<file path="src/hw/rtl/adpcm_ase_pkg.sv">
// Shared widths, register indexes, reset values and types of the ADPCM step encoder.
package adpcm_ase_pkg;

    // Channel payload widths
    localparam int SAMPLE_W   = 16;
    localparam int CODE_W     = 8;
    localparam int CFG_IDX_W  = 3;
    localparam int CFG_DATA_W = 16;

    // Datapath widths: prediction, step and history entries are 40 bits
    localparam int ACC_W      = 40;
    localparam int MAX_WINDOW = 32;
    localparam int HIST_AW    = $clog2(MAX_WINDOW);
    localparam int WIN_W      = 6;
    localparam int SH_W       = 4;
    localparam int SUM_W      = ACC_W + HIST_AW;
    localparam int DIVD_W     = SUM_W + 15;
    localparam int DIVS_W     = ACC_W;
    localparam int DIV_CNT_W  = $clog2(DIVD_W + 1);

    // Configuration register indexes
    localparam logic [CFG_IDX_W-1:0] REG_CODE_MAX      = 3'd0;
    localparam logic [CFG_IDX_W-1:0] REG_CODE_MIN      = 3'd1;
    localparam logic [CFG_IDX_W-1:0] REG_PREDICT_SHIFT = 3'd2;
    localparam logic [CFG_IDX_W-1:0] REG_ADAPT_SHIFT   = 3'd3;
    localparam logic [CFG_IDX_W-1:0] REG_WINDOW_LENGTH = 3'd4;
    localparam logic [CFG_IDX_W-1:0] REG_STEP_FLOOR    = 3'd5;

    // Register reset values
    localparam logic [6:0]        RST_CODE_MAX      = 7'd7;
    localparam logic signed [7:0] RST_CODE_MIN      = -8'sd8;
    localparam logic [SH_W-1:0]   RST_PREDICT_SHIFT = 4'd14;
    localparam logic [SH_W-1:0]   RST_ADAPT_SHIFT   = 4'd14;
    localparam logic [WIN_W-1:0]  RST_WINDOW_LENGTH = 6'd8;
    localparam logic [15:0]       RST_STEP_FLOOR    = 16'd1;

    // Divider control from the sequencer
    typedef struct packed {
        logic                 start;
        logic [DIV_CNT_W-1:0] iters;
    } t_div_req;

endpackage

</file>
<file path="src/hw/rtl/adpcm_ase_if.sv">
// Handshake channels of the ADPCM step encoder: sample in, code out, register writes.
interface adpcm_ase_sample_if import adpcm_ase_pkg::*; ();
    logic                       valid;
    logic                       ready;
    logic signed [SAMPLE_W-1:0] sample;

    modport source (output valid, output sample, input ready);
    modport sink (input valid, input sample, output ready);
endinterface

interface adpcm_ase_code_if import adpcm_ase_pkg::*; ();
    logic                     valid;
    logic                     ready;
    logic signed [CODE_W-1:0] code;

    modport source (output valid, output code, input ready);
    modport sink (input valid, input code, output ready);
endinterface

interface adpcm_ase_cfg_if import adpcm_ase_pkg::*; ();
    logic                  valid;
    logic                  ready;
    logic [CFG_IDX_W-1:0]  index;
    logic [CFG_DATA_W-1:0] data;

    modport source (output valid, output index, output data, input ready);
    modport sink (input valid, input index, input data, output ready);
endinterface

</file>
<file path="src/hw/rtl/adpcm_ase_div.sv">
// Restoring radix-2 unsigned divider, one quotient bit per cycle.
module adpcm_ase_div import adpcm_ase_pkg::*; (
    input  logic              i_clk,
    input  logic              i_rst_n,
    input  t_div_req          i_req,
    input  logic [DIVD_W-1:0] i_dividend,
    input  logic [DIVS_W-1:0] i_divisor,
    output logic              o_done,
    output logic [DIVD_W-1:0] o_quot
);

    logic                 r_busy;
    logic                 r_done;
    logic [DIV_CNT_W-1:0] r_cnt;
    logic [DIVS_W-1:0]    r_rem;
    logic [DIVD_W-1:0]    r_quo;
    logic [DIVS_W-1:0]    r_div;

    logic [DIVS_W:0]      shifted;
    logic [DIVS_W+1:0]    trial;

    // Shift one dividend bit into the partial remainder and try the subtraction
    assign shifted = {r_rem, r_quo[DIVD_W-1]};
    assign trial   = {1'b0, shifted} - {2'b00, r_div};

    // Control: busy flag, iteration count and done pulse
    always_ff @(posedge i_clk) begin
        if (!i_rst_n) begin
            r_busy <= 1'b0;
            r_done <= 1'b0;
            r_cnt  <= '0;
        end else begin
            r_done <= 1'b0;
            if (i_req.start) begin
                r_busy <= 1'b1;
                r_cnt  <= i_req.iters;
            end else if (r_busy) begin
                r_cnt <= r_cnt - 1'b1;
                if (r_cnt == DIV_CNT_W'(1)) begin
                    r_busy <= 1'b0;
                    r_done <= 1'b1;
                end
            end
        end
    end

    // Datapath: load operands, then one restoring step per cycle
    always_ff @(posedge i_clk) begin
        if (i_req.start) begin
            r_rem <= '0;
            r_quo <= i_dividend;
            r_div <= i_divisor;
        end else if (r_busy) begin
            if (!trial[DIVS_W+1]) begin
                r_rem <= trial[DIVS_W-1:0];
            end else begin
                r_rem <= shifted[DIVS_W-1:0];
            end
            r_quo <= {r_quo[DIVD_W-2:0], ~trial[DIVS_W+1]};
        end
    end

    assign o_done = r_done;
    assign o_quot = r_quo;

endmodule

</file>
<file path="src/hw/rtl/adpcm_adaptive_step_encoder_unit.sv">
// Backward-adaptive ADPCM encoder for one subband: sequencer, history memory, step update.
//
// Usage:
//   i_sample carries one 16-bit signed subband sample per item; o_code returns one
//   8-bit signed code per sample, in order. i_cfg writes the six registers (index
//   0 code_max .. 5 step_floor); it is always ready, and writes are meant for idle
//   periods only. Indexes above 5 are ignored.
// Timing:
//   A new sample is accepted only after the previous item has finished its step
//   update. The pace is set by the shared one-bit-per-cycle divider (prediction
//   error over step, then the window mean) and by the walk over the 32-entry
//   history memory, one entry read per cycle.
//   The code is loaded into the output register after the first divide and the clip.
// Stall:
//   The code sits in an output register. The encoder finishes the adaptation of an
//   item and takes the next sample while the code waits; that next item holds just
//   before its code would be loaded until the receiver takes the earlier one.
// Reset:
//   Synchronous, active low. Registers return to their defaults, the prediction to
//   zero, the step to 1 and the history to all zero through per-entry valid bits,
//   so no clearing pass is needed.
module adpcm_adaptive_step_encoder_unit import adpcm_ase_pkg::*; (
    input  logic                      i_clk,
    input  logic                      i_rst_n,
    adpcm_ase_sample_if.sink          i_sample,
    adpcm_ase_code_if.source          o_code,
    adpcm_ase_cfg_if.sink             i_cfg
);

    // Sequencer states
    localparam logic [3:0] S_IDLE = 4'd0;
    localparam logic [3:0] S_DIFF = 4'd1;
    localparam logic [3:0] S_DIV1 = 4'd2;
    localparam logic [3:0] S_CLIP = 4'd3;
    localparam logic [3:0] S_MUL  = 4'd4;
    localparam logic [3:0] S_WR   = 4'd5;
    localparam logic [3:0] S_PRED = 4'd6;
    localparam logic [3:0] S_SUM  = 4'd7;
    localparam logic [3:0] S_DIV2 = 4'd8;
    localparam logic [3:0] S_STEP = 4'd9;

    // Configuration registers
    logic [6:0]        r_code_max;
    logic signed [7:0] r_code_min;
    logic [SH_W-1:0]   r_pred_shift;
    logic [SH_W-1:0]   r_adapt_shift;
    logic [WIN_W-1:0]  r_win_len;
    logic [15:0]       r_step_floor;

    // Sequencer and encoder state
    logic [3:0]                 r_state;
    logic signed [SAMPLE_W-1:0] r_sample;
    logic signed [ACC_W-1:0]    r_pred;
    logic [ACC_W-1:0]           r_step;
    logic                       r_neg;
    logic signed [CODE_W-1:0]   r_z;
    logic signed [ACC_W+8:0]    r_prod;
    logic signed [ACC_W:0]      r_recon;
    logic [HIST_AW-1:0]         r_pos;
    logic [HIST_AW-1:0]         r_idx;
    logic [WIN_W-1:0]           r_cnt;
    logic                       r_pend;
    logic [SUM_W-1:0]           r_sum;
    logic                       r_out_valid;
    logic signed [CODE_W-1:0]   r_code;

    // History memory with per-entry valid bits
    logic [ACC_W-1:0]      r_hist [MAX_WINDOW];
    logic [MAX_WINDOW-1:0] r_hvalid;
    logic [ACC_W-1:0]      r_rd_data;
    logic                  r_rd_vld;

    // Combinational signals
    logic                       in_acc;
    logic                       out_acc;
    logic                       slot_free;
    logic [WIN_W-1:0]           wl_eff;
    logic signed [ACC_W:0]      diff;
    logic [ACC_W:0]             diff_mag;
    logic [ACC_W-1:0]           quot_lo;
    logic [7:0]                 neg_lim;
    logic signed [CODE_W-1:0]   n_z;
    logic signed [ACC_W:0]      step_s;
    logic signed [ACC_W-1:0]    n_dq;
    logic [HIST_AW-1:0]         pos_nxt;
    logic [HIST_AW-1:0]         idx_dec;
    logic signed [ACC_W+15:0]   recon_sh;
    logic signed [ACC_W+16:0]   recon_rnd;
    logic signed [ACC_W+1:0]    pred_q;
    logic signed [ACC_W-1:0]    n_pred;
    logic                       issue;
    logic [ACC_W-1:0]           hist_v;
    logic [ACC_W-1:0]           hist_abs;
    logic [DIVD_W:0]            power_rnd;
    logic [DIVD_W-15:0]         ns;
    logic [15:0]                step_fl;
    logic [ACC_W-1:0]           n_step;
    logic                       rd_en;
    logic                       sum_done;

    // Divider interface
    t_div_req          div_req;
    logic [DIVD_W-1:0] div_dividend;
    logic [DIVS_W-1:0] div_divisor;
    logic              div_done;
    logic [DIVD_W-1:0] div_quot;

    // Handshakes
    assign i_sample.ready = (r_state == S_IDLE);
    assign i_cfg.ready    = 1'b1;
    assign o_code.valid   = r_out_valid;
    assign o_code.code    = r_code;
    assign in_acc         = i_sample.valid && (r_state == S_IDLE);
    assign out_acc        = r_out_valid && o_code.ready;
    assign slot_free      = !r_out_valid || o_code.ready;

    // Clamp the window length into 1 .. MAX_WINDOW
    always_comb begin
        if (r_win_len == '0) begin
            wl_eff = WIN_W'(1);
        end else if (r_win_len > WIN_W'(MAX_WINDOW)) begin
            wl_eff = WIN_W'(MAX_WINDOW);
        end else begin
            wl_eff = r_win_len;
        end
    end

    // Prediction error and its magnitude for the divider
    assign diff     = (ACC_W+1)'(r_sample) - {r_pred[ACC_W-1], r_pred};
    assign diff_mag = diff[ACC_W] ? (~diff + 1'b1) : diff;

    // Truncated quotient, clipped against code_max first, then against code_min
    assign quot_lo = div_quot[ACC_W-1:0];
    assign neg_lim = ~r_code_min + 1'b1;
    always_comb begin
        if (!r_neg) begin
            if (quot_lo > ACC_W'(r_code_max)) begin
                n_z = CODE_W'({1'b0, r_code_max});
            end else if (!r_code_min[7] && (quot_lo < ACC_W'(r_code_min[6:0]))) begin
                n_z = r_code_min;
            end else begin
                n_z = quot_lo[CODE_W-1:0];
            end
        end else begin
            if (!r_code_min[7] || (quot_lo > ACC_W'(neg_lim))) begin
                n_z = r_code_min;
            end else begin
                n_z = ~quot_lo[CODE_W-1:0] + 1'b1;
            end
        end
    end

    // Dequantised difference, saturated to 40 bits
    assign step_s = {1'b0, r_step};
    always_comb begin
        if (!r_prod[ACC_W+8] && (r_prod[ACC_W+7:ACC_W-1] != '0)) begin
            n_dq = {1'b0, {(ACC_W-1){1'b1}}};
        end else if (r_prod[ACC_W+8] && (r_prod[ACC_W+7:ACC_W-1] != '1)) begin
            n_dq = {1'b1, {(ACC_W-1){1'b0}}};
        end else begin
            n_dq = r_prod[ACC_W-1:0];
        end
    end

    // History pointer arithmetic, wrapping at MAX_WINDOW
    assign pos_nxt = (r_pos == HIST_AW'(MAX_WINDOW - 1)) ? '0 : r_pos + 1'b1;
    assign idx_dec = (r_idx == '0) ? HIST_AW'(MAX_WINDOW - 1) : r_idx - 1'b1;

    // Next prediction: reconstruction shifted, rounded half up by 2^15, saturated
    assign recon_sh  = (ACC_W+16)'(r_recon) <<< r_pred_shift;
    assign recon_rnd = (ACC_W+17)'(recon_sh) + (ACC_W+17)'(16384);
    assign pred_q    = recon_rnd[ACC_W+16:15];
    always_comb begin
        if (!pred_q[ACC_W+1] && (pred_q[ACC_W:ACC_W-1] != 2'b00)) begin
            n_pred = {1'b0, {(ACC_W-1){1'b1}}};
        end else if (pred_q[ACC_W+1] && (pred_q[ACC_W:ACC_W-1] != 2'b11)) begin
            n_pred = {1'b1, {(ACC_W-1){1'b0}}};
        end else begin
            n_pred = pred_q[ACC_W-1:0];
        end
    end

    // Window walk: issue one read per cycle, accumulate the magnitude in the next cycle
    assign issue    = (r_state == S_SUM) && (r_cnt < wl_eff);
    assign rd_en    = issue;
    assign sum_done = (r_state == S_SUM) && !issue && !r_pend;
    assign hist_v   = r_rd_vld ? r_rd_data : '0;
    assign hist_abs = hist_v[ACC_W-1] ? (~hist_v + 1'b1) : hist_v;

    // Next step: mean rounded by 2^15, floored, saturated to 40 bits unsigned
    assign power_rnd = {1'b0, div_quot} + (DIVD_W+1)'(16384);
    assign ns        = power_rnd[DIVD_W:15];
    assign step_fl   = (r_step_floor == '0) ? 16'd1 : r_step_floor;
    always_comb begin
        if (ns < (DIVD_W-14)'(step_fl)) begin
            n_step = ACC_W'(step_fl);
        end else if (ns[DIVD_W-15:ACC_W] != '0) begin
            n_step = '1;
        end else begin
            n_step = ns[ACC_W-1:0];
        end
    end

    // Divider requests: prediction error over step, then scaled window sum over its length
    always_comb begin
        div_req.start = (r_state == S_DIFF) || sum_done;
        if (r_state == S_DIFF) begin
            div_req.iters = DIV_CNT_W'(ACC_W);
            div_dividend  = {diff_mag[ACC_W-1:0], {(DIVD_W-ACC_W){1'b0}}};
            div_divisor   = r_step;
        end else begin
            div_req.iters = DIV_CNT_W'(DIVD_W);
            div_dividend  = DIVD_W'(r_sum) << r_adapt_shift;
            div_divisor   = DIVS_W'(wl_eff);
        end
    end

    adpcm_ase_div u_div (
        .i_clk      (i_clk),
        .i_rst_n    (i_rst_n),
        .i_req      (div_req),
        .i_dividend (div_dividend),
        .i_divisor  (div_divisor),
        .o_done     (div_done),
        .o_quot     (div_quot)
    );

    // Register writes
    always_ff @(posedge i_clk) begin
        if (!i_rst_n) begin
            r_code_max    <= RST_CODE_MAX;
            r_code_min    <= RST_CODE_MIN;
            r_pred_shift  <= RST_PREDICT_SHIFT;
            r_adapt_shift <= RST_ADAPT_SHIFT;
            r_win_len     <= RST_WINDOW_LENGTH;
            r_step_floor  <= RST_STEP_FLOOR;
        end else if (i_cfg.valid) begin
            case (i_cfg.index)
                REG_CODE_MAX:      r_code_max    <= i_cfg.data[6:0];
                REG_CODE_MIN:      r_code_min    <= i_cfg.data[7:0];
                REG_PREDICT_SHIFT: r_pred_shift  <= i_cfg.data[SH_W-1:0];
                REG_ADAPT_SHIFT:   r_adapt_shift <= i_cfg.data[SH_W-1:0];
                REG_WINDOW_LENGTH: r_win_len     <= i_cfg.data[WIN_W-1:0];
                REG_STEP_FLOOR:    r_step_floor  <= i_cfg.data;
                default: begin
                end
            endcase
        end
    end

    // Sequencer and encoder state
    always_ff @(posedge i_clk) begin
        if (!i_rst_n) begin
            r_state     <= S_IDLE;
            r_pred      <= '0;
            r_step      <= ACC_W'(RST_STEP_FLOOR);
            r_pos       <= '0;
            r_hvalid    <= '0;
            r_pend      <= 1'b0;
            r_out_valid <= 1'b0;
        end else begin
            // load a new code when the slot frees, else drop the one taken
            if ((r_state == S_MUL) && slot_free) begin
                r_out_valid <= 1'b1;
            end else if (out_acc) begin
                r_out_valid <= 1'b0;
            end
            case (r_state)
                S_IDLE: begin
                    if (in_acc) begin
                        r_state <= S_DIFF;
                    end
                end
                S_DIFF: begin
                    r_state <= S_DIV1;
                end
                S_DIV1: begin
                    if (div_done) begin
                        r_state <= S_CLIP;
                    end
                end
                S_CLIP: begin
                    r_state <= S_MUL;
                end
                S_MUL: begin
                    // hold until the output register is free
                    if (slot_free) begin
                        r_state <= S_WR;
                    end
                end
                S_WR: begin
                    r_pos           <= pos_nxt;
                    r_hvalid[pos_nxt] <= 1'b1;
                    r_pend          <= 1'b0;
                    r_state         <= S_PRED;
                end
                S_PRED: begin
                    r_pred  <= n_pred;
                    r_state <= S_SUM;
                end
                S_SUM: begin
                    r_pend <= issue;
                    if (sum_done) begin
                        r_state <= S_DIV2;
                    end
                end
                S_DIV2: begin
                    if (div_done) begin
                        r_state <= S_STEP;
                    end
                end
                S_STEP: begin
                    r_step  <= n_step;
                    r_state <= S_IDLE;
                end
                default: begin
                    r_state <= S_IDLE;
                end
            endcase
        end
    end

    // Datapath registers
    always_ff @(posedge i_clk) begin
        if (in_acc) begin
            r_sample <= i_sample.sample;
        end
        if (r_state == S_DIFF) begin
            r_neg <= diff[ACC_W];
        end
        if (r_state == S_CLIP) begin
            r_z <= n_z;
        end
        if ((r_state == S_MUL) && slot_free) begin
            r_prod <= step_s * r_z;
            r_code <= r_z;
        end
        if (r_state == S_WR) begin
            r_recon <= (ACC_W+1)'(n_dq) + {r_pred[ACC_W-1], r_pred};
            r_idx   <= pos_nxt;
            r_cnt   <= '0;
            r_sum   <= '0;
        end
        if (r_state == S_SUM) begin
            if (issue) begin
                r_idx <= idx_dec;
                r_cnt <= r_cnt + 1'b1;
            end
            if (r_pend) begin
                r_sum <= r_sum + SUM_W'(hist_abs);
            end
        end
    end

    // History memory: write the new difference, read one entry per walk cycle
    always_ff @(posedge i_clk) begin
        if (r_state == S_WR) begin
            r_hist[pos_nxt] <= n_dq;
        end
    end

    always_ff @(posedge i_clk) begin
        if (rd_en) begin
            r_rd_data <= r_hist[r_idx];
            r_rd_vld  <= r_hvalid[r_idx];
        end
    end

endmodule

</file>
<file path="src/flat_wrapper.sv">
// flat-port wrapper written by rule: the top's interface ports become plain ports
module adpcm_adaptive_step_encoder_unit_flat import adpcm_ase_pkg::*;
  (i_clk, i_rst_n, i_sample_valid, i_sample_sample, i_sample_ready, o_code_valid, o_code_code, o_code_ready, i_cfg_valid, i_cfg_index, i_cfg_data, i_cfg_ready);
  adpcm_ase_sample_if i_sample_i ();
  adpcm_ase_code_if o_code_i ();
  adpcm_ase_cfg_if i_cfg_i ();
  input  logic i_clk;
  input  logic i_rst_n;
  input wire logic [$bits(i_sample_i.valid)-1:0] i_sample_valid;
  input wire logic [$bits(i_sample_i.sample)-1:0] i_sample_sample;
  output wire logic [$bits(i_sample_i.ready)-1:0] i_sample_ready;
  output wire logic [$bits(o_code_i.valid)-1:0] o_code_valid;
  output wire logic [$bits(o_code_i.code)-1:0] o_code_code;
  input wire logic [$bits(o_code_i.ready)-1:0] o_code_ready;
  input wire logic [$bits(i_cfg_i.valid)-1:0] i_cfg_valid;
  input wire logic [$bits(i_cfg_i.index)-1:0] i_cfg_index;
  input wire logic [$bits(i_cfg_i.data)-1:0] i_cfg_data;
  output wire logic [$bits(i_cfg_i.ready)-1:0] i_cfg_ready;
  assign i_sample_i.valid = i_sample_valid;
  assign i_sample_i.sample = i_sample_sample;
  assign i_sample_ready = i_sample_i.ready;
  assign o_code_valid = o_code_i.valid;
  assign o_code_code = o_code_i.code;
  assign o_code_i.ready = o_code_ready;
  assign i_cfg_i.valid = i_cfg_valid;
  assign i_cfg_i.index = i_cfg_index;
  assign i_cfg_i.data = i_cfg_data;
  assign i_cfg_ready = i_cfg_i.ready;
  adpcm_adaptive_step_encoder_unit u_core (.i_clk(i_clk), .i_rst_n(i_rst_n), .i_sample(i_sample_i), .o_code(o_code_i), .i_cfg(i_cfg_i));
endmodule
</file>
<file path="config.mk">
export PLATFORM = sky130hd
export DESIGN_NAME = adpcm_adaptive_step_encoder_unit_flat
export DESIGN_NICKNAME = d
export VERILOG_FILES = /design/src/hw/rtl/adpcm_ase_pkg.sv /design/src/hw/rtl/adpcm_ase_if.sv /design/src/hw/rtl/adpcm_ase_div.sv /design/src/hw/rtl/adpcm_adaptive_step_encoder_unit.sv /design/src/flat_wrapper.sv
export SDC_FILE = /design/constraint.sdc
export NUM_CORES = 2
export LEC_CHECK = 0
export BUFFER_PORTS_ARGS = -buffer_cell sky130_fd_sc_hd__buf_2
export CORE_ASPECT_RATIO = 1.1
export CORE_MARGIN = 5
export CORE_UTILIZATION = 30
export DETAILED_ROUTE_END_ITERATION = 7
export GPL_TIMING_DRIVEN = 0
export HOLD_SLACK_MARGIN = 0.05
export PLACE_DENSITY_LB_ADDON = 0.3
export SYNTH_ARGS = -nofsm -noshare
export SYNTH_HDL_FRONTEND = slang
export SYNTH_SLANG_ARGS = --single-unit
</file>
<file path="constraint.sdc">
create_clock -name i_clk -period 10.8 [get_ports i_clk]
set_input_delay 0 -clock i_clk [delete_from_list [all_inputs] [get_ports i_clk]]
set_output_delay 0 -clock i_clk [all_outputs]
set_load 0.005 [all_outputs]
</file>
Word level (Yosys, flattened, before mapping). Memory sizes are Yosys's and may differ from the RTL's. A register that Yosys moved wholly into a read port is not among the register bits. Cells that the tools add are included.

Register bits: 496. Latch bits: 0. Memory bits (writable): 1280. ROM bits: 0. Input port bits: 40. Output and inout bits: 11. Memories: 1.

Memories: u_core.r_hist (depth 32, bits a word 40, read ports 1, clocked after memory_dff 1, wr ports 1, RTL line adpcm_adaptive_step_encoder_unit.sv:68) `logic [ACC_W-1:0] r_hist [MAX_WINDOW];`.

Add/subtract/negate cells: 14. Multipliers: 1. Div/mod/pow operators: 0. Magnitude comparators: 9. Equal/unequal tests: 23. Shift operators: 2. Muxes and demuxes: 54. Bitwise operators: 8. Reductions and logical operators: 40.

Operators by type and width (count): $mux 40 (10); $mux 60 (3); $mux 45 (3); $add 40x1->40 const B (2); $not 40->40 (2); $add 60x15->61 const B (1); $shl 45x4->60 (1); $add 56x16->57 const B (1); $sshl 41x4->56 (1); $mul 41x8->49 (1); $mux 6 (8); $lt 46x16->1 (1); $add 45x40->45 (1); $sub 41x40->42 (1); $add 40x40->41 (1); $sub 16x40->41 (1); $gt 40x7->1 (1); $gt 40x8->1 (1); $lt 40x7->1 (1); $pmux 4 s9 (1); $mux 8 (4); $or 32x32->32 (1); $mux 5 (6); $mux 4 (5); other kinds (42) (93).

Logic depth before layout (Yosys ltp).
Depth after elaboration: 10. Depth in mapped cells: 24.

Cells and area by module. Synthesis repeated with hierarchy kept, for this count alone.

Cells, all modules: 7382. Area total of the unflattened synthesis: 97831.3 um^2.

By module, submodules not included: adpcm_adaptive_step_encoder_unit (instances 1, cells each 6581, area each 89505.8 um^2); adpcm_ase_div (instances 1, cells each 801, area each 8325.5 um^2).

Worst setup path after synthesis. OpenSTA, ideal clock, no wires.

Path kind: flip-flop to flip-flop. From: register u_core.r_z[7]. To: register u_core.r_prod[45] (data pin). Setup time: 0.265 ns. Data arrival time: 5.876 ns. Setup slack: 4.659 ns. Cell stages (with the launch flop): 22. Period minus slack after synthesis: 6.141 ns. Path through: edfxtp_1 -> clkinv_1 -> clkbuf_1 -> nor2_1 -> fa_1 -> fa_1 -> fa_1 -> inv_1 -> fa_1 -> inv_1 -> ha_1 -> a21o_1 -> a21o_1 -> a21o_1 -> a2111oi_0 -> o31a_1 -> a2bb2oi_1 -> o21ai_0 -> o311ai_0 -> a21o_1 -> o21ai_0 -> xor2_1.

Longest elaborated chain between the ends: 1.

Ends and longest elaborated chain: from (decl) (RTL line adpcm_adaptive_step_encoder_unit.sv:56) `logic signed [CODE_W-1:0] r_z;`; from (signal assigned) (RTL line adpcm_adaptive_step_encoder_unit.sv:332) `r_z <= n_z;`; $mul 41x8->49 (RTL line adpcm_adaptive_step_encoder_unit.sv:335) `r_prod <= step_s * r_z;`; to (signal assigned) (RTL line adpcm_adaptive_step_encoder_unit.sv:335); to (decl) (RTL line adpcm_adaptive_step_encoder_unit.sv:57) `logic signed [ACC_W+8:0] r_prod;`.

Every way passes these cells. A chain may end at the register's enable or synchronous reset.

Worst setup path after layout. Ends and elaborated chain as after synthesis.

==> impl_metrics.csv <==
group,metric,value,unit
worst_hold_path,hp-start,"i_rst_n",
grt,grt_util_all_layers,17.74,%
critical_path,crit_start,"u_core.r_z[7]",
cts,h-tree-depth,4,
floorplanning,pin_count,51,
critical_path,crit_type,"reg2reg",
grt,grt_pass1_wl,445700,um
cts,cts_tree,"yes",
floorplanning,die_y,607.8,um
synth,ys_seq_area_share,53.17,%
synth,synth.ff_latch_count,1816,
critical_path,r2r_start,"u_core.r_z[7]",
cts,cts_root_buf,"clkbuf_16",
cells_and_area,instances_no_fill,12255,
cts,clk_pin_slew_worst_paths,0.06,ns
grt,grt_pass1_vias,64834,
timing,rsz0062_at_grt,"false",
critical_path,cp.required,11.35,ns
synth,synth_fp_nets,7990,
floorplanning,dieArea,336300,sq um
cells_and_area,drive_above_1_share,14.18,%
timing,setup_violations,0,
detailed_routing,vias,64142,
cts,clk_latency,0.91,ns
pwr,irDropWorstVdd,0.0001625,V
detailed_routing,wl_met2,149400,um
synth,synth_cells,7396,
cells_and_area,finalNetCount,8391,
outcome,status,"finished clean",
place,dp_cells,11824,
detailed_routing,wl_met3,16370,um
detailed_routing,routed_via_density,5.234,
synth,syn_avg_cell_area,13.18,sq um
critical_path,worst_ep_arrival_time,8.47,ns
timing,fin_crit_sh,73.31,%
cts,numCtsBuffers,197,
place,io_buffers,48,
detailed_routing,drt_first_pass_iters,6,
timing,worst_pin_slew,1.458,ns
place,gp_congestion,0.9081,
timing,hold_viol_final,0,
timing,layout_min_cycle_time,7.917,ns
detailed_routing,dr.max_layer_used,"met5",
floorplanning,core_area,323600,sq um
detailed_routing,avgRoutedWirePerCell,25.01,um
critical_path,worst_setup_path_end_kind,"flop",
synth,synth_edf_count,1544,
detailed_routing,drt_iter0_drc,6002,
detailed_routing,finalWirelength,306500,um
synth,synthArstFlopShare,0,%
grt,grt_max_degree,61,
worst_hold_path,hold_class,"in2reg",
floorplanning,die_x,553.4,um
floorplanning,start_util,30.11,%
timing,clock_skew,0.1166,ns
synth,synth_area,97450,sq um
pwr,leakage,39.50,nW
grt,grt_overflow_total,0,
critical_path,reg2reg_to,"u_core.r_prod[45]",
timing,slew-limit-headroom,2.770,%
timing,tns,0,ns
critical_path,cp_max_fo,10,
critical_path,r2r_slack,2.88,ns
cells_and_area,syn_to_final_growth,14.72,%
detailed_routing,drt_drc_violations_left,0,
critical_path,cp-endpoint,"u_core.r_prod[45]",
critical_path,startpoint_type,"flop",
detailed_routing,wl_met1,128400,um
pwr,power_density,172.1,nW/um^2
run,max-cap-violations,0,
synth,yosysWarnings,0,
place,dpl-instance-area,104800,sq um
cells_and_area,fin_area,111800,sq um
place,dp_hpwl,227600,um
critical_path,reg2reg_depth,21,
synth,synth-main-ff-cell,"edfxtp_1",
cts,ctsResizeCount,0,
timing,clock.fmax,126.3,MHz
timing,report.final.slew_viol_count,0,
floorplanning,rows,219,
cts,cts.path.max_buffers,4,
grt,antenna_found_initial,12,
synth,ys_types,96,
detailed_routing,ant_nets,0,
cts,cts_sinks,1816,
## routing by layer
| metal | GRT usage, % | vias to the layer above |
|---|---|---|
| met5 | 0 | - |
| met3 | 2.064 | 495 |
| met1 | 23.31 | 32965 |
| met4 | 6.291 | 2 |
| li1 | - | 28521 |
| met2 | 30.28 | 2159 |
## logic make-up (layout without fill, tap and decap cells)
logic type / Yosys count / after routing / share of synthesized area, %
compound gates: 1428 / 1428 / 9.300
xor+xnor: 328 / 328 / 2.948
fa+ha+maj: 554 / 554 / 8.908
buf+inv: 904 / 1451 / 3.582
flops: 1816 / 1816 / 53.17
mux: 685 / 685 / 13.49
other cells: 1 / 4 / 0.003848
simple gates: 1680 / 1680 / 8.604
## layout make-up
| class | instances | area, sq um |
|---|---|---|
| multi-input combinational | 4676 | 42450 |
| clock inverter | 79 | 643.1 |
| clock buffer | 266 | 5478 |
| buffer | 398 | 1603 |
| antenna | 3 | 7.507 |
| tap | 4309 | 5391 |
| fill | 31446 | 211800 |
| timing repair buffer | 202 | 2504 |
| sequential | 1816 | 51810 |
| inverter | 506 | 1899 |
## Yosys cell counts, types with 55 or more instances
master    number  share of area (%)
mux4_2       495                 11
nand3_1      147               0.75
dfxtp_1      272                5.6
nand2_1      463                1.8
clkbuf_1     309                1.2
a21o_1       137                1.1
nor3_1        78               0.40
and2_1       285                1.8
nand2b_1      56               0.36
fa_1         233                4.8
mux2i_1      116                1.2
buf_1         55               0.21
a21oi_1      390                2.0
nor2_1       325                1.3
o21a_1       115               0.89
xor2_1       107               0.96
o21ai_0      354                1.8
ha_1         321                4.1
a211oi_1      83               0.64
and3_1        85               0.55
mux2_2        74               0.86
inv_1        502                1.9
nor2b_1       59               0.38
xnor2_1      221                2.0
edfxtp_1    1544                 48
## where the power goes
part	switching, mW	internal, mW	leakage (nW)	total [mW]
registers	0.181	7.80	16.2	7.98
logic	2.71	1.98	20.3	4.70
clock network	2.84	3.71	3.00	6.55
## timing repair
| item | 4_1_cts | 5_1_grt |
|---|---|---|
| endpoints found under the hold margin | 91 | 0 |
| hold buffers | 82 | 0 |
| setup buffers | 0 | 0 |
| setup endpoints to repair | 0 | 0 |
## state kept, by name, summed over array words and instances, names as in the netlist, 7 cells and up
register / count
u_core.r_sum: 45
u_core.u_div.r_div: 40
u_core.r_prod: 49
u_core.r_code_max: 7
u_core.r_recon: 41
u_core.r_hvalid: 32
u_core.r_sample: 16
u_core.r_step: 40
u_core.u_div.o_quot: 60
u_core.r_step_floor: 16
u_core.r_code_min: 8
u_core.o_code.code: 8
u_core.u_div.r_rem: 40
u_core.r_hist: 1280
u_core.r_rd_data: 40
u_core.r_z: 8
u_core.r_pred: 40
## through the flow
stage,total power [mW],hold WS [ns],worst slack (ns),utilization [%]
floorplan,11.22,0.09887,4.659,-
global placement,12.78,0.1815,2.449,31.85
detailed placement,12.82,0.1797,2.798,32.38
CTS,19.39,0.05218,2.786,34.52
global route,20.00,0.1153,2.398,34.54
finish,19.24,0.1066,2.883,34.54
## critical path, stage by stage (launching register included)
cell	delay, ns
edfxtp_1	0.84
clkinv_1	0.50
clkbuf_1	0.49
nor2_1	0.29
fa_1	0.45
fa_1	0.54
fa_1	0.56
inv_1	0.07
fa_1	0.55
inv_1	0.06
ha_1	0.38
a21o_1	0.19
a21o_1	0.17
a211o_1	0.29
a21oi_1	0.30
a31oi_1	0.27
a2bb2oi_1	0.39
o21ai_0	0.29
o311ai_0	0.48
a21o_1	0.27
o21ai_0	0.13
xor2_1	0.16
## worst min path at each step
stage	cells past startpoint	end
after floorplan	0	u_core.r_sample[0]
after CTS	4	u_core.r_step[32]
final	4	u_core.r_step[32]
after global routing	4	u_core.r_step[32]
after global placement	1	u_core.r_sample[3]
after detailed placement	1	u_core.r_sample[4]
## placed cells by master, fill, tap and decap left out, types with 49 or more instances in the layout
cell / instances
o21a_1: 82
nand2b_1: 56
dfxtp_1: 272
inv_1: 502
mux2i_1: 116
buf_2: 69
ha_1: 321
dlygate4sd3_1: 82
o21ai_0: 354
buf_1: 54
clkbuf_16: 204
xnor2_1: 221
buf_12: 55
mux4_2: 495
and2_1: 285
edfxtp_1: 1544
a31oi_1: 49
and3_1: 85
a211oi_1: 83
a21oi_1: 390
mux2_2: 74
clkbuf_1: 349
nor3_1: 76
nor2b_1: 59
nand3_1: 147
a21o_1: 137
fa_1: 233
nand2_1: 463
xor2_1: 107
nor2_1: 293
Note: power is estimated with default switching activity, not from simulation.
